`config.mk`:
```
export PLATFORM = sky130hd
export DESIGN_NAME = humidity_sensor_frame_decoder_flat
export DESIGN_NICKNAME = d
export VERILOG_FILES = /design/src/hw/rtl/hsfd_pkg.sv /design/src/hw/rtl/hsfd_if.sv /design/src/hw/rtl/hsfd_front.sv /design/src/hw/rtl/hsfd_queue.sv /design/src/hw/rtl/hsfd_back.sv /design/src/hw/rtl/humidity_sensor_frame_decoder.sv /design/src/flat_wrapper.sv
export SDC_FILE = /design/constraint.sdc
export NUM_CORES = 1
export LEC_CHECK = 0
export BUFFER_PORTS_ARGS = -buffer_cell sky130_fd_sc_hd__buf_2
export CORE_MARGIN = 4
export CORE_UTILIZATION = 64
export DETAILED_ROUTE_END_ITERATION = 16
export PLACE_DENSITY_LB_ADDON = 0.2
export SKIP_CTS_REPAIR_TIMING = 1
export SLEW_MARGIN = 15
export SYNTH_ARGS = -nofsm -noshare
export SYNTH_HDL_FRONTEND = slang
export SYNTH_SLANG_ARGS = --single-unit
export TNS_END_PERCENT = 10
```
`constraint.sdc`:
```
create_clock -name clock -period 15.61 [get_ports clock]
set_input_delay 2.3415 -clock clock [delete_from_list [all_inputs] [get_ports clock]]
set_output_delay 2.3415 -clock clock [all_outputs]
set_load 0.02 [all_outputs]
```
`src/hw/rtl/hsfd_pkg.sv`:
```
// shared types, constants and the crc-8 byte step for the sensor frame decoder
// no dependencies

package hsfd_pkg;

   typedef logic [7:0]         byte_type;
   typedef logic [7:0]         csr_index_type;
   typedef logic [15:0]        raw_word_type;
   typedef logic signed [14:0] temp_centi_type;
   typedef logic [13:0]        hum_centi_type;

   // configuration register indexes
   localparam csr_index_type CSR_IDX_POLY = 8'd0;
   localparam csr_index_type CSR_IDX_INIT = 8'd1;

   localparam byte_type CRC_POLY_RESET = 8'h31;
   localparam byte_type CRC_INIT_RESET = 8'hFF;

   // scaling constants, centi units
   localparam logic [14:0] TEMP_SCALE  = 15'd17500;
   localparam logic [13:0] HUM_SCALE   = 14'd12500;
   localparam logic [15:0] TEMP_OFFSET = 16'd4500;
   localparam logic [13:0] HUM_OFFSET  = 14'd600;
   localparam logic [13:0] HUM_MAX     = 14'd10000;

   // byte position within a response frame
   typedef enum logic [2:0] {
      POS_T_HI   = 3'd0,
      POS_T_LO   = 3'd1,
      POS_T_CRC  = 3'd2,
      POS_RH_HI  = 3'd3,
      POS_RH_LO  = 3'd4,
      POS_RH_CRC = 3'd5
   } pos_type;

   // completed frame handed from front to back
   typedef struct packed {
      raw_word_type raw_temperature;
      raw_word_type raw_humidity;
      logic         crc_fail;
   } frame_type;

   // one data byte through the crc-8, msb first
   function automatic byte_type crc8_byte(input byte_type acc, input byte_type data,
                                          input byte_type poly);
      byte_type c;
      c = acc ^ data;
      for (int b = 0; b < 8; b++) begin
         c = c[7] ? ({c[6:0], 1'b0} ^ poly) : {c[6:0], 1'b0};
      end
      return c;
   endfunction

endpackage

```
`src/hw/rtl/hsfd_if.sv`:
```
// channel interfaces of the sensor frame decoder: byte input, result output, csr writes
// depends on hsfd_pkg

interface hsfd_req_if;
   logic               valid;
   logic               ready;
   hsfd_pkg::byte_type rx_byte;
   logic               first_byte;

   modport source (output valid, output rx_byte, output first_byte, input ready);
   modport sink   (input valid, input rx_byte, input first_byte, output ready);
endinterface

interface hsfd_rsp_if;
   logic                     valid;
   logic                     ready;
   hsfd_pkg::temp_centi_type temperature_centi;
   hsfd_pkg::hum_centi_type  humidity_centi;
   hsfd_pkg::raw_word_type   raw_temperature;
   hsfd_pkg::raw_word_type   raw_humidity;
   logic                     crc_fail;

   modport source (output valid, output temperature_centi, output humidity_centi,
                   output raw_temperature, output raw_humidity, output crc_fail,
                   input ready);
   modport sink   (input valid, input temperature_centi, input humidity_centi,
                   input raw_temperature, input raw_humidity, input crc_fail,
                   output ready);
endinterface

interface hsfd_csr_if;
   logic                    valid;
   logic                    ready;
   hsfd_pkg::csr_index_type index;
   hsfd_pkg::byte_type      data;

   modport source (output valid, output index, output data, input ready);
   modport sink   (input valid, input index, input data, output ready);
endinterface

```
`src/hw/rtl/hsfd_front.sv`:
```
// front end: byte position tracking, crc-8 checking, word assembly, csr registers
// depends on hsfd_pkg and hsfd_if

module hsfd_front (
   input  logic                clock,
   input  logic                reset,
   hsfd_req_if.sink            req_ch,
   hsfd_csr_if.sink            csr_ch,
   input  logic                queue_full,
   output logic                push,
   output hsfd_pkg::frame_type push_frame
);
   import hsfd_pkg::*;

   byte_type     poly_ff, init_ff;
   pos_type      pos_ff, pos_in, pos_eff;
   byte_type     acc_ff, acc_in;
   raw_word_type t_word_ff, t_word_in;
   raw_word_type h_word_ff, h_word_in;
   logic         bad_ff, bad_in;
   logic         accept;
   byte_type     crc_seed, crc_out;

   assign req_ch.ready = !queue_full;
   assign csr_ch.ready = 1'b1;
   assign accept       = req_ch.valid && req_ch.ready;

   // a start mark or an unreachable code restarts at the temperature high byte
   always_comb begin
      if (req_ch.first_byte) begin
         pos_eff = POS_T_HI;
      end else begin
         unique case (pos_ff)
            POS_T_HI, POS_T_LO, POS_T_CRC, POS_RH_HI, POS_RH_LO, POS_RH_CRC:
               pos_eff = pos_ff;
            default:
               pos_eff = POS_T_HI;
         endcase
      end
   end

   // next position
   always_comb begin
      unique case (pos_eff)
         POS_T_HI:   pos_in = POS_T_LO;
         POS_T_LO:   pos_in = POS_T_CRC;
         POS_T_CRC:  pos_in = POS_RH_HI;
         POS_RH_HI:  pos_in = POS_RH_LO;
         POS_RH_LO:  pos_in = POS_RH_CRC;
         default:    pos_in = POS_T_HI;
      endcase
   end

   assign crc_seed = (pos_eff == POS_T_HI || pos_eff == POS_RH_HI) ? init_ff : acc_ff;
   assign crc_out  = crc8_byte(crc_seed, req_ch.rx_byte, poly_ff);

   // datapath per position
   always_comb begin
      acc_in     = acc_ff;
      t_word_in  = t_word_ff;
      h_word_in  = h_word_ff;
      bad_in     = bad_ff;
      push       = 1'b0;
      push_frame.raw_temperature = t_word_ff;
      push_frame.raw_humidity    = h_word_ff;
      push_frame.crc_fail        = bad_ff || (acc_ff != req_ch.rx_byte);
      unique case (pos_eff)
         POS_T_HI: begin
            t_word_in = {req_ch.rx_byte, 8'h00};
            acc_in    = crc_out;
         end
         POS_T_LO: begin
            t_word_in = {t_word_ff[15:8], req_ch.rx_byte};
            acc_in    = crc_out;
         end
         POS_T_CRC: begin
            bad_in = (acc_ff != req_ch.rx_byte);
            acc_in = init_ff;
         end
         POS_RH_HI: begin
            h_word_in = {req_ch.rx_byte, 8'h00};
            acc_in    = crc_out;
         end
         POS_RH_LO: begin
            h_word_in = {h_word_ff[15:8], req_ch.rx_byte};
            acc_in    = crc_out;
         end
         default: begin
            acc_in = init_ff;
            push   = accept;
         end
      endcase
   end

   always_ff @(posedge clock) begin
      if (reset) begin
         poly_ff   <= CRC_POLY_RESET;
         init_ff   <= CRC_INIT_RESET;
         pos_ff    <= POS_T_HI;
         acc_ff    <= CRC_INIT_RESET;
         t_word_ff <= '0;
         h_word_ff <= '0;
         bad_ff    <= 1'b0;
      end else begin
         if (csr_ch.valid && csr_ch.ready) begin
            if (csr_ch.index == CSR_IDX_POLY) begin
               poly_ff <= csr_ch.data;
            end
            if (csr_ch.index == CSR_IDX_INIT) begin
               init_ff <= csr_ch.data;
            end
         end
         if (accept) begin
            pos_ff    <= pos_in;
            acc_ff    <= acc_in;
            t_word_ff <= t_word_in;
            h_word_ff <= h_word_in;
            bad_ff    <= bad_in;
         end
      end
   end

endmodule

```
`src/hw/rtl/hsfd_queue.sv`:
```
// small frame queue between front and back ends
// depends on hsfd_pkg

module hsfd_queue #(
   parameter int DEPTH = 2
) (
   input  logic                clock,
   input  logic                reset,
   input  logic                push,
   input  hsfd_pkg::frame_type push_frame,
   output logic                full,
   input  logic                pop_req,
   output logic                pop_valid,
   output hsfd_pkg::frame_type pop_frame
);
   import hsfd_pkg::*;

   localparam int PTR_W = (DEPTH > 1) ? $clog2(DEPTH) : 1;
   localparam int CNT_W = $clog2(DEPTH + 1);

   frame_type        mem [DEPTH];
   logic [PTR_W-1:0] wr_ptr_ff, rd_ptr_ff;
   logic [CNT_W-1:0] count_ff, count_in;
   logic             pop;

   assign full      = (count_ff == CNT_W'(DEPTH));
   assign pop_valid = (count_ff != '0);
   assign pop       = pop_req && pop_valid;
   assign pop_frame = mem[rd_ptr_ff];
   assign count_in  = count_ff + CNT_W'(push) - CNT_W'(pop);

   always_ff @(posedge clock) begin
      if (push) begin
         mem[wr_ptr_ff] <= push_frame;
      end
   end

   always_ff @(posedge clock) begin
      if (reset) begin
         wr_ptr_ff <= '0;
         rd_ptr_ff <= '0;
         count_ff  <= '0;
      end else begin
         count_ff <= count_in;
         if (push) begin
            wr_ptr_ff <= (wr_ptr_ff == PTR_W'(DEPTH - 1)) ? '0 : wr_ptr_ff + 1'b1;
         end
         if (pop) begin
            rd_ptr_ff <= (rd_ptr_ff == PTR_W'(DEPTH - 1)) ? '0 : rd_ptr_ff + 1'b1;
         end
      end
   end

endmodule

```
`src/hw/rtl/hsfd_back.sv`:
```
// back end: scaling pipeline (multiply, divide by 65535, offset and clamp) and result register
// depends on hsfd_pkg and hsfd_if

module hsfd_back (
   input  logic                clock,
   input  logic                reset,
   input  logic                frame_valid,
   input  hsfd_pkg::frame_type frame,
   output logic                frame_pop,
   hsfd_rsp_if.source          rsp_ch
);
   import hsfd_pkg::*;

   logic           advance;
   // stage 1: products
   logic           v1_ff;
   logic [30:0]    prod_t_ff, prod_t_in;
   logic [29:0]    prod_h_ff, prod_h_in;
   frame_type      f1_ff;
   // stage 2: quotients
   logic           v2_ff;
   logic [14:0]    qt_ff, qt_in;
   logic [13:0]    qh_ff, qh_in;
   frame_type      f2_ff;
   logic [31:0]    sum_t;
   logic [29:0]    sum_h;
   // stage 3: result register
   logic           rsp_valid_ff;
   temp_centi_type temp_ff, temp_in;
   hum_centi_type  hum_ff, hum_in;
   frame_type      f3_ff;
   logic [15:0]    temp_wide;
   logic [13:0]    hum_diff;

   // whole pipeline moves when the result register is free or being taken
   assign advance   = !rsp_valid_ff || rsp_ch.ready;
   assign frame_pop = advance;

   assign prod_t_in = 31'(31'(TEMP_SCALE) * 31'(frame.raw_temperature));
   assign prod_h_in = 30'(30'(HUM_SCALE) * 30'(frame.raw_humidity));

   // floor(x/65535) = (x + (x >> 16) + 1) >> 16 for the product range here
   assign sum_t = 32'(prod_t_ff) + 32'(prod_t_ff >> 16) + 32'd1;
   assign sum_h = prod_h_ff + (prod_h_ff >> 16) + 30'd1;
   assign qt_in = sum_t[30:16];
   assign qh_in = sum_h[29:16];

   assign temp_wide = 16'(qt_ff) - TEMP_OFFSET;
   assign temp_in   = temp_wide[14:0];
   assign hum_diff  = qh_ff - HUM_OFFSET;

   always_comb begin
      priority if (qh_ff < HUM_OFFSET) begin
         hum_in = '0;
      end else if (hum_diff > HUM_MAX) begin
         hum_in = HUM_MAX;
      end else begin
         hum_in = hum_diff;
      end
   end

   always_ff @(posedge clock) begin
      if (reset) begin
         v1_ff        <= 1'b0;
         v2_ff        <= 1'b0;
         rsp_valid_ff <= 1'b0;
      end else if (advance) begin
         v1_ff        <= frame_valid;
         v2_ff        <= v1_ff;
         rsp_valid_ff <= v2_ff;
      end
   end

   always_ff @(posedge clock) begin
      if (advance) begin
         prod_t_ff <= prod_t_in;
         prod_h_ff <= prod_h_in;
         f1_ff     <= frame;
         qt_ff     <= qt_in;
         qh_ff     <= qh_in;
         f2_ff     <= f1_ff;
         temp_ff   <= temp_in;
         hum_ff    <= hum_in;
         f3_ff     <= f2_ff;
      end
   end

   assign rsp_ch.valid             = rsp_valid_ff;
   assign rsp_ch.temperature_centi = temp_ff;
   assign rsp_ch.humidity_centi    = hum_ff;
   assign rsp_ch.raw_temperature   = f3_ff.raw_temperature;
   assign rsp_ch.raw_humidity      = f3_ff.raw_humidity;
   assign rsp_ch.crc_fail          = f3_ff.crc_fail;

endmodule

```
`src/hw/rtl/humidity_sensor_frame_decoder.sv`:
```
// top level of the sensor frame decoder: front end, frame queue, scaling back end
// depends on hsfd_pkg, hsfd_if, hsfd_front, hsfd_queue, hsfd_back
//
// usage:
//   req_ch takes one response byte per transfer in wire order: temperature high,
//   temperature low, temperature crc, humidity high, humidity low, humidity crc.
//   first_byte marks the start of a frame and drops any partial frame.
//   rsp_ch gives one result per six bytes: raw words, crc_fail, and the scaled
//   temperature and humidity in hundredths.
//   csr_ch writes the crc polynomial (index 0) and the crc start value (index 1);
//   it is always ready and should be written only while the block is idle.
// throughput: one byte per cycle unless the queue is full (req_ch not ready).
// path: after the transfer of its sixth byte, a frame goes through the queue
//   write, product stage, quotient stage and result register to rsp_ch.
// reset: position returns to the first byte, crc registers go to 0x31 and 0xFF.
// stall: when rsp_ch is stalled the scaling pipeline holds; finished frames
//   collect in a QUEUE_DEPTH entry queue, and req_ch drops ready only when
//   that queue is full.

module humidity_sensor_frame_decoder #(
   parameter int QUEUE_DEPTH = 2
) (
   input  logic       clock,
   input  logic       reset,
   hsfd_req_if.sink   req_ch,
   hsfd_rsp_if.source rsp_ch,
   hsfd_csr_if.sink   csr_ch
);
   import hsfd_pkg::*;

   logic      queue_full;
   logic      push;
   frame_type push_frame;
   logic      pop_req;
   logic      pop_valid;
   frame_type pop_frame;

   hsfd_front u_front (
      .clock      (clock),
      .reset      (reset),
      .req_ch     (req_ch),
      .csr_ch     (csr_ch),
      .queue_full (queue_full),
      .push       (push),
      .push_frame (push_frame)
   );

   hsfd_queue #(
      .DEPTH (QUEUE_DEPTH)
   ) u_queue (
      .clock      (clock),
      .reset      (reset),
      .push       (push),
      .push_frame (push_frame),
      .full       (queue_full),
      .pop_req    (pop_req),
      .pop_valid  (pop_valid),
      .pop_frame  (pop_frame)
   );

   hsfd_back u_back (
      .clock       (clock),
      .reset       (reset),
      .frame_valid (pop_valid),
      .frame       (pop_frame),
      .frame_pop   (pop_req),
      .rsp_ch      (rsp_ch)
   );

endmodule
```
`src/flat_wrapper.sv`:
```
// flat-port wrapper written by rule: the top's interface ports become plain ports
module humidity_sensor_frame_decoder_flat import hsfd_pkg::*;
#(
   parameter int QUEUE_DEPTH = 2
)
  (clock, reset, req_ch_valid, req_ch_rx_byte, req_ch_first_byte, req_ch_ready, rsp_ch_valid, rsp_ch_temperature_centi, rsp_ch_humidity_centi, rsp_ch_raw_temperature, rsp_ch_raw_humidity, rsp_ch_crc_fail, rsp_ch_ready, csr_ch_valid, csr_ch_index, csr_ch_data, csr_ch_ready);
  hsfd_req_if req_ch_i ();
  hsfd_rsp_if rsp_ch_i ();
  hsfd_csr_if csr_ch_i ();
  input  logic clock;
  input  logic reset;
  input wire logic [$bits(req_ch_i.valid)-1:0] req_ch_valid;
  input wire logic [$bits(req_ch_i.rx_byte)-1:0] req_ch_rx_byte;
  input wire logic [$bits(req_ch_i.first_byte)-1:0] req_ch_first_byte;
  output wire logic [$bits(req_ch_i.ready)-1:0] req_ch_ready;
  output wire logic [$bits(rsp_ch_i.valid)-1:0] rsp_ch_valid;
  output wire logic [$bits(rsp_ch_i.temperature_centi)-1:0] rsp_ch_temperature_centi;
  output wire logic [$bits(rsp_ch_i.humidity_centi)-1:0] rsp_ch_humidity_centi;
  output wire logic [$bits(rsp_ch_i.raw_temperature)-1:0] rsp_ch_raw_temperature;
  output wire logic [$bits(rsp_ch_i.raw_humidity)-1:0] rsp_ch_raw_humidity;
  output wire logic [$bits(rsp_ch_i.crc_fail)-1:0] rsp_ch_crc_fail;
  input wire logic [$bits(rsp_ch_i.ready)-1:0] rsp_ch_ready;
  input wire logic [$bits(csr_ch_i.valid)-1:0] csr_ch_valid;
  input wire logic [$bits(csr_ch_i.index)-1:0] csr_ch_index;
  input wire logic [$bits(csr_ch_i.data)-1:0] csr_ch_data;
  output wire logic [$bits(csr_ch_i.ready)-1:0] csr_ch_ready;
  assign req_ch_i.valid = req_ch_valid;
  assign req_ch_i.rx_byte = req_ch_rx_byte;
  assign req_ch_i.first_byte = req_ch_first_byte;
  assign req_ch_ready = req_ch_i.ready;
  assign rsp_ch_valid = rsp_ch_i.valid;
  assign rsp_ch_temperature_centi = rsp_ch_i.temperature_centi;
  assign rsp_ch_humidity_centi = rsp_ch_i.humidity_centi;
  assign rsp_ch_raw_temperature = rsp_ch_i.raw_temperature;
  assign rsp_ch_raw_humidity = rsp_ch_i.raw_humidity;
  assign rsp_ch_crc_fail = rsp_ch_i.crc_fail;
  assign rsp_ch_i.ready = rsp_ch_ready;
  assign csr_ch_i.valid = csr_ch_valid;
  assign csr_ch_i.index = csr_ch_index;
  assign csr_ch_i.data = csr_ch_data;
  assign csr_ch_ready = csr_ch_i.ready;
  humidity_sensor_frame_decoder #(.QUEUE_DEPTH(QUEUE_DEPTH)) u_core (.clock(clock), .reset(reset), .req_ch(req_ch_i), .rsp_ch(rsp_ch_i), .csr_ch(csr_ch_i));
endmodule
```
After elaboration in Yosys (flattened, before gate mapping)
Memories as Yosys holds them, arrays and structs flattened. A register that Yosys moved wholly into a read port is not among the register bits.
Cells that the tools add are included.

storage, ports and cells
  memory bits (writable) = 66
  latch bits = 0
  bits of input ports = 30
  register bits after elaboration = 281
  memory bits (read-only) = 0
  memories kept = 1
  output and inout port bits = 65

memory list
  memory              words  width  rd ports  clocked after Yosys merged registers in  write ports  line              text
  u_core.u_queue.mem  2      33     1         1                                        1            hsfd_queue.sv:21  frame_type mem [DEPTH];

cells by class
  shift operators = 0
  $add $sub $neg = 10
  equal/unequal tests = 12
  multipliers = 2
  div/mod/pow operators = 0
  bitwise operators = 11
  reductions and logical operators = 24
  order comparisons = 2
  mux-type cells = 23

operators with widths
  cell                                                   count
  two-way mux 8 bit                                      10
  bitwise XOR 8 bit                                      9
  case mux 16 bit (2 select lines)                       2
  adder 31 x 1 -> 31 bit, second input constant          1
  adder 31 x 15 -> 31 bit                                1
  adder 30 x 1 -> 30 bit, second input constant          1
  adder 30 x 14 -> 30 bit                                1
  multiplier 13 x 16 -> 29 bit, first input constant     1
  multiplier 12 x 16 -> 28 bit, first input constant     1
  case mux 3 bit (5 select lines)                        1
  subtractor 15 x 13 -> 15 bit, second input constant    1
  greater-than comparator 14 bit, second input constant  1
  < comparator 14 x 10 -> 1 bit, second input constant   1
  two-way mux 14 bit                                     1
  subtractor 14 x 10 -> 14 bit, second input constant    1
  equality test 3 x 2 -> 1 bit, second input constant    4
  AND reduction 2 bit                                    5
  equality test 3 bit, second input constant             3
  equality test 8 x 1 -> 1 bit, second input constant    1
  zero test 8 bit                                        1
  != test 8 bit                                          1
  two-way mux 1 bit                                      7
  equality test 3 x 1 -> 1 bit, second input constant    2
  zero test 3 bit                                        2
  other kinds (15)                                       25

Longest topological paths before layout
Gate-level depths: netlist (run 1).

  word-level depth = 25
  gate-level depth with buffers = 28
  mapped depth without buffers = 26

Hierarchy
A second synthesis (run 1) with hierarchy kept.

second synthesis, totals
  cell total of the unflattened synthesis = 1,936
  area, all modules = 22,187.5 um^2

by module, submodules not included
  module      seq. area each (um^2)  area each (um^2)  cells an instance  times used
  hsfd_back   6,396.1                15,026.9          1,252              1
  hsfd_front  1,201.2                4,372.9           558                1
  hsfd_queue  2,082.0                2,787.7           126                1

Least setup slack after synthesis (run 1)
Ideal clock, no wire load.

  path kind = in2reg
  start = in rsp_ch_ready
  end = reg u_core.u_queue.count_ff[1]
  stages = 10
  buffers on the path = 0
  library setup time = 128 ps
  data arrival time = 8,452 ps
  required time = 15,482 ps
  slack = 7,030 ps
  cell sequence = nor2b_1 -> inv_1 -> o21ai_0 -> inv_1 -> ha_1 -> inv_1 -> ha_1 -> xor2_1 -> xnor2_1 -> nor2_1

on the way
  word-level cells in the longest chain between the ends = 3

RTL lines
  element                    line                                 text
  start, declared            flat_wrapper.sv:22                   input wire logic [$bits(rsp_ch_i.ready)-1:0] rsp_ch_ready;
  logical OR 1 bit           hsfd_back.sv:36                      assign advance = !rsp_valid_ff || rsp_ch.ready;
  net u_core.pop_req         humidity_sensor_frame_decoder.sv:34  logic pop_req;
  logical AND 1 bit          hsfd_queue.sv:28                     assign pop = pop_req && pop_valid;
  net u_core.u_queue.pop     hsfd_queue.sv:24                     logic pop;
  subtractor 2 x 1 -> 2 bit  hsfd_queue.sv:30                     assign count_in = count_ff + CNT_W'(push) - CNT_W'(pop);
  end signal, assigned       hsfd_queue.sv:44                     count_ff <= count_in;
  end, declared              hsfd_queue.sv:23                     logic [CNT_W-1:0] count_ff, count_in;

The timed path passes the listed nets, and every way through them passes these cells.
A chain may end at the register's enable or synchronous reset.

==> impl_metrics.json, run 1 <==
{
  "drc": 0,
  "yosys.area.top_type": "edfxtp_1",
  "async_flop_share_pct": 0,
  "die_x_um": 189.6,
  "n_antenna_cell": 0,
  "clkSinkCount": 345,
  "final_nets": 2239,
  "relSlewSlack_pct": 29.74,
  "die-area_mm2": 0.03593,
  "drive_above_1_share_pct": 10.05,
  "drtIter0Drc": 761,
  "synth-compound-area-share_pct": 8.985,
  "status": "complete, no violations",
  "ys_top_cells_by_area": "edfxtp_1 39%, ha_1 14%, fa_1 8.4%, dfxtp_1 6.5%, inv_1 4.7%",
  "yosysSeqAreaShare_pct": 45.88,
  "worst_slew_pin_slew_ns": 1.054,
  "report.final.slew_viol_count": 0,
  "grt_max_degree": 87,
  "synthMuxAreaShare_pct": 2.627,
  "synthAdderAreaFrac_pct": 21.97,
  "grt_pass1_wl_um": 66050,
  "io_pins": 95,
  "wirelength_um": 39910,
  "skew_ns": 0.01588,
  "multi_input_area_mm2": 0.01021,
  "cts.path.max_buffers": 3,
  "die_height_um": 189.6,
  "reg2reg_slack_ns": 8.73,
  "hold_viol_final": 0,
  "finalSetupViolCount": 0,
  "grt_usage_pct": 22.49,
  "cts_made_buffers": 36,
  "synth-edff-count": 277,
  "synth_top_family_by_area": "adder cells",
  "ys_types": 85,
  "synth_nets": 2153,
  "final_cell_mix": "277 x edfxtp_1, 262 x inv_1, 228 x ha_1, 101 x nor2_1, 94 x xnor2_1",
  "clk_latency_ns": 0.52,
  "numPortBuffers": 93,
  "wl_per_cell_um": 16.90,
  "viasPerCell": 5.644,
  "htreeDepth": 2,
  "worst-setup-path-type": "reg -> reg",
  "synth.top_cell.area_share_pct": 39.43,
  "yosys_warnings": 0,
  "seq_area_mm2": 0.009679,
  "fin_crit_sh_pct": 44.06,
  "cap_violations": 0,
  "setup_tns_ns": 0,
  "crit_path_end_kind": "register",
  "ys.flop_type": "edfxtp_1",
  "yosys_register_bits": 345,
  "dp_hpwl_um": 29760,
  "vias": 13330,
  "fill_cells": 2413,
  "antenna_found_initial": 0,
  "synthSimpleGateAreaFrac_pct": 8.849,
  "critPathArrivalTime_ns": 7.14,
  "cts_tree": "done",
  "drtAntennaViolNets": 0,
  "grt_overflow": 0,
  "critPathMaxFanout": 9,
  "grt_pass1_vias": 13330,
  "min_from": "u_core.u_back.f1_ff[5]",
  "rows": 66,
  "max_freq_mhz": 145.4,
  "final_util_pct": 70.89,
  "layout_commonest_cell": "edfxtp_1",
  "period_minus_slack_ns": 6.877,
  "start_kind": "register",
  "syn_to_final_growth_pct": 9.323,
  "root_buffer": "clkbuf_16",
  "dr.pass1.iters": 5,
  "core_mm2": 0.03254,
  "synth_xor_area_share_pct": 5.907,
  "min_path_type": "reg -> reg",
  "crit_required_ns": 15.87,
  "rsz0062_at_grt": "no",
  "clkTransAtPathRegs_ns": 0.06,
  "finalWeightedCongestion": 0.9072,
  "avgSynthCellArea_um2": 11.68,
  "synth_area_mm2": 0.02110,
  "synth_cells": 1806,
  "start_util_pct": 64.84
}
path summary, 6_finish.rpt:
kind,to,cells past startpoint
worst max register to register,u_core.u_back.prod_t_ff[28],26
worst max-delay path,u_core.u_back.prod_t_ff[28],26
worst min register to register,u_core.u_back.f2_ff[5],0
worst min-delay path,u_core.u_back.f2_ff[5],0
metal layers:
metal | share of wire (%) | global-route usage [%]
met1 | 45 | 31.51
met2 | 47 | 36.75
met3 | 5.5 | 3.358
met4 | 2.6 | 7.123
met5 | 0 | 0
area by class of cell:
class                           count  area share, %
Timing Repair Buffer              100          2.246
Multi-Input combinational cell   1146          44.25
Clock inverter                     20         0.5751
Tap cell                          442          2.398
Clock buffer                       46          4.248
Sequential cell                   345          41.97
Inverter                          263          4.313
state kept, by name, summed over array words and instances (netlist names), 8 cells and up, named ones only:
name and flops:
u_core.u_back.qt_ff 15, u_core.u_back.qh_ff 14, u_core.u_front.init_ff 8, u_core.u_back.f2_ff 33, u_core.u_front.acc_ff 8, u_core.u_back.rsp_ch.humidity_centi 14
u_core.u_back.prod_h_ff 26, u_core.u_back.prod_t_ff 28, u_core.u_queue.mem 66, u_core.u_front.poly_ff 8, u_core.u_back.rsp_ch.raw_temperature 16, u_core.u_back.rsp_ch.raw_humidity 16
u_core.u_back.f1_ff 33, u_core.u_back.rsp_ch.temperature_centi 15, u_core.u_front.h_word_ff 16, u_core.u_front.t_word_ff 16
critical path, cell delays in order (launching register included):
cell and delay, ns:
dfxtp_1 0.62, mux2i_1 0.44, inv_1 0.22, ha_1 0.33, inv_1 0.05, fa_1 0.50
inv_1 0.04, ha_1 0.29, ha_1 0.28, inv_1 0.06, fa_1 0.53, inv_1 0.07
fa_1 0.45, a21o_1 0.19, a21oi_1 0.21, o21bai_1 0.09, a21oi_1 0.22, o21bai_1 0.09
a21oi_1 0.21, o21bai_1 0.09, a21oi_1 0.22, o21bai_1 0.09, a21oi_1 0.30, o31ai_1 0.18
o41ai_1 0.48, o21ai_0 0.21, xor2_1 0.17
synth_stat cells, drive strengths merged (34+ instances only):
cell	n
nand3	44
inv	263
fa	89
nor2	104
clkbuf	38
mux2i	34
a21oi	72
edfxtp	277
nand2	79
ha	228
dfxtp	68
xnor2	95
o21ai	45
per-stage QoR:
stage	cell area [µm²]	instances	hold WS (ns)	setup slack, ns
2_1_floorplan	21100	1806	0.4003	7.030
3_3_place_gp	21950	2296	0.4003	8.679
3_5_place_dp	21950	2296	0.4045	8.400
4_1_cts	23060	2362	0.4183	8.679
5_1_grt	23060	2362	0.4205	8.153
6_report	23060	2362	0.4174	8.733
cells by family (layout without fill, tap and decap cells):
logic type | after synthesis | after routing
AND/OR/NAND/NOR | 366 | 366
flip-flops | 345 | 345
adder cells (fa/ha/maj) | 317 | 317
buffers and inverters | 315 | 429
AO/OA/AOI/OAI | 277 | 277
XOR/XNOR | 132 | 132
multiplexers | 53 | 53
other | 1 | 1
Power of run 1 is left out: the tool's default activity adds up to more than one toggle a clock period on the data nets, which glitch-free logic cannot reach.
==> run 2, diff against run 1 <==
Settings changed: CORE_UTILIZATION 64 to 63.
Clock period 15.61 ns to 7.2 ns, I/O delays scaled along.
==> run 2 against run 1 <==
  * Worst hold slack worse by 0.0055 ns
  * Critical endpoint unchanged
  * Sequential share of layout area is 0.19 points lower
  * Register-to-register slack worse by 8.1 ns
==> impl_metrics.json, run 2 (synthesis gave the netlist of run 1 again) <==
{
  "use_met1_pct": 31.02,
  "rows": 66,
  "grt_max_degree": 79,
  "htreeDepth": 2,
  "max_freq_mhz": 153.1,
  "clkTransAtPathRegs_ns": 0.06,
  "worst-setup-path-type": "reg -> reg",
  "start_util_pct": 64.35,
  "clkSinkCount": 345,
  "critPathArrivalTime_ns": 6.80,
  "status": "complete, no violations",
  "grt_overflow": 0,
  "n_antenna_cell": 0,
  "critPathMaxFanout": 13,
  "start_kind": "register",
  "dp_hpwl_um": 29120,
  "top_register": "u_core.u_queue.mem",
  "relSlewSlack_pct": 29.61,
  "period_minus_slack_ns": 6.530,
  "syn_to_final_growth_pct": 9.810,
  "multi_input_area_mm2": 0.01021,
  "grt_pass1_vias": 13230,
  "final_cell_mix": "277 x edfxtp_1, 262 x inv_1, 228 x ha_1, 101 x nor2_1, 94 x xnor2_1",
  "final_nets": 2244,
  "layout_commonest_cell": "edfxtp_1",
  "grt_pass1_wl_um": 65380,
  "vias": 13290,
  "grt_usage_pct": 21.89,
  "wl_per_cell_um": 16.50,
  "skew_ns": 0.01861,
  "seq_area_mm2": 0.009679,
  "die_x_um": 191.0,
  "cts_tree": "done",
  "min_path_type": "reg -> reg",
  "cts.path.max_buffers": 3,
  "antenna_found_initial": 0,
  "viasPerCell": 5.614,
  "gr-usage-met3_pct": 3.123,
  "grt_busiest_layer": "met2",
  "drtAntennaViolNets": 0,
  "reg.largest.list": "u_core.u_queue.mem x66, u_core.u_back.f1_ff x33, u_core.u_back.f2_ff x33",
  "root_buffer": "clkbuf_16",
  "clk_latency_ns": 0.54,
  "drive_above_1_share_pct": 10.75,
  "wirelength_um": 39070,
  "dr.pass1.iters": 6,
  "core_mm2": 0.03278,
  "numPortBuffers": 93,
  "crit_required_ns": 7.47,
  "hold_viol_final": 0,
  "fin_crit_sh_pct": 90.70,
  "dp_slack_ns": 0.5309,
  "finalSetupViolCount": 0,
  "crit_path_end_kind": "register",
  "setup_tns_ns": 0,
  "rsz0062_at_grt": "no",
  "die_height_um": 191.0,
  "met2_usage_pct": 36.05,
  "fill_cells": 2371,
  "largest_reg_flops": 66,
  "die-area_mm2": 0.03648,
  "cts_made_buffers": 37,
  "drtIter0Drc": 846,
  "worst_slack_ns": 0.6698,
  "cap_violations": 0,
  "report.final.slew_viol_count": 0,
  "io_pins": 95,
  "worst_slew_pin_slew_ns": 1.056,
  "drc": 0,
  "finalWeightedCongestion": 0.9074
}
-- run 2: cell type report --
cell class | instances | share of cell area [%]
multi-input cells | 1146 | 44.09
repair buffers | 104 | 2.366
flip-flops and latches | 345 | 41.78
inverters | 263 | 4.278
well taps | 442 | 2.387
clock buffers | 43 | 4.186
clock inverters | 25 | 0.9128
-- run 2: through the flow --
stage,cell area [µm²],hold WS (ns),cells,utilization (%)
detailed placement,21980,0.4045,2300,67.04
global route,23170,0.4151,2368,70.66
global placement,21980,0.4011,2300,67.04
floorplan,21100,0.4003,1806,-
CTS,23160,0.4156,2368,70.64
finish,23170,0.4120,2368,70.66
-- run 2: worst paths after layout --
path,from,endpoint,slack (ns),cells past startpoint
setup reg to reg,register,u_core.u_back.prod_t_ff[28],0.67,27
hold / removal,u_core.u_back.f2_ff[26],u_core.u_back.rsp_ch.raw_temperature[9],0.41,0
hold reg to reg,u_core.u_back.f2_ff[26],u_core.u_back.rsp_ch.raw_temperature[9],0.41,0
setup / recovery,register,u_core.u_back.prod_t_ff[28],0.67,27
-- run 2: per-layer routing --
metal | part of all wire (%) | wire length (µm) | vias up
li1 | - | - | 6523
met2 | 47 | 18240 | 315
met3 | 4.9 | 1921 | 68
met4 | 2.4 | 945 | 0
met1 | 46 | 17960 | 6387
met5 | 0 | 0 | -
-- run 2: critical path, cell delays in order (launching register included) --
cell and delay (ns):
dfxtp_1 0.42, buf_4 0.28, mux2i_1 0.36, inv_1 0.18, ha_1 0.31, inv_1 0.05, fa_1 0.50, inv_1 0.05
ha_1 0.29, ha_1 0.28, inv_1 0.05, fa_1 0.52, inv_1 0.04, ha_1 0.33, a21o_1 0.18, a21oi_1 0.23
o21bai_1 0.10, a21oi_1 0.23, o21bai_1 0.10, a21oi_1 0.23, o21bai_1 0.09, a21oi_1 0.24, o21bai_1 0.09, a21oi_1 0.31
o31ai_1 0.20, o41ai_2 0.29, o21ai_0 0.16, xor2_1 0.15
Power of run 2 is left out for the same reason.
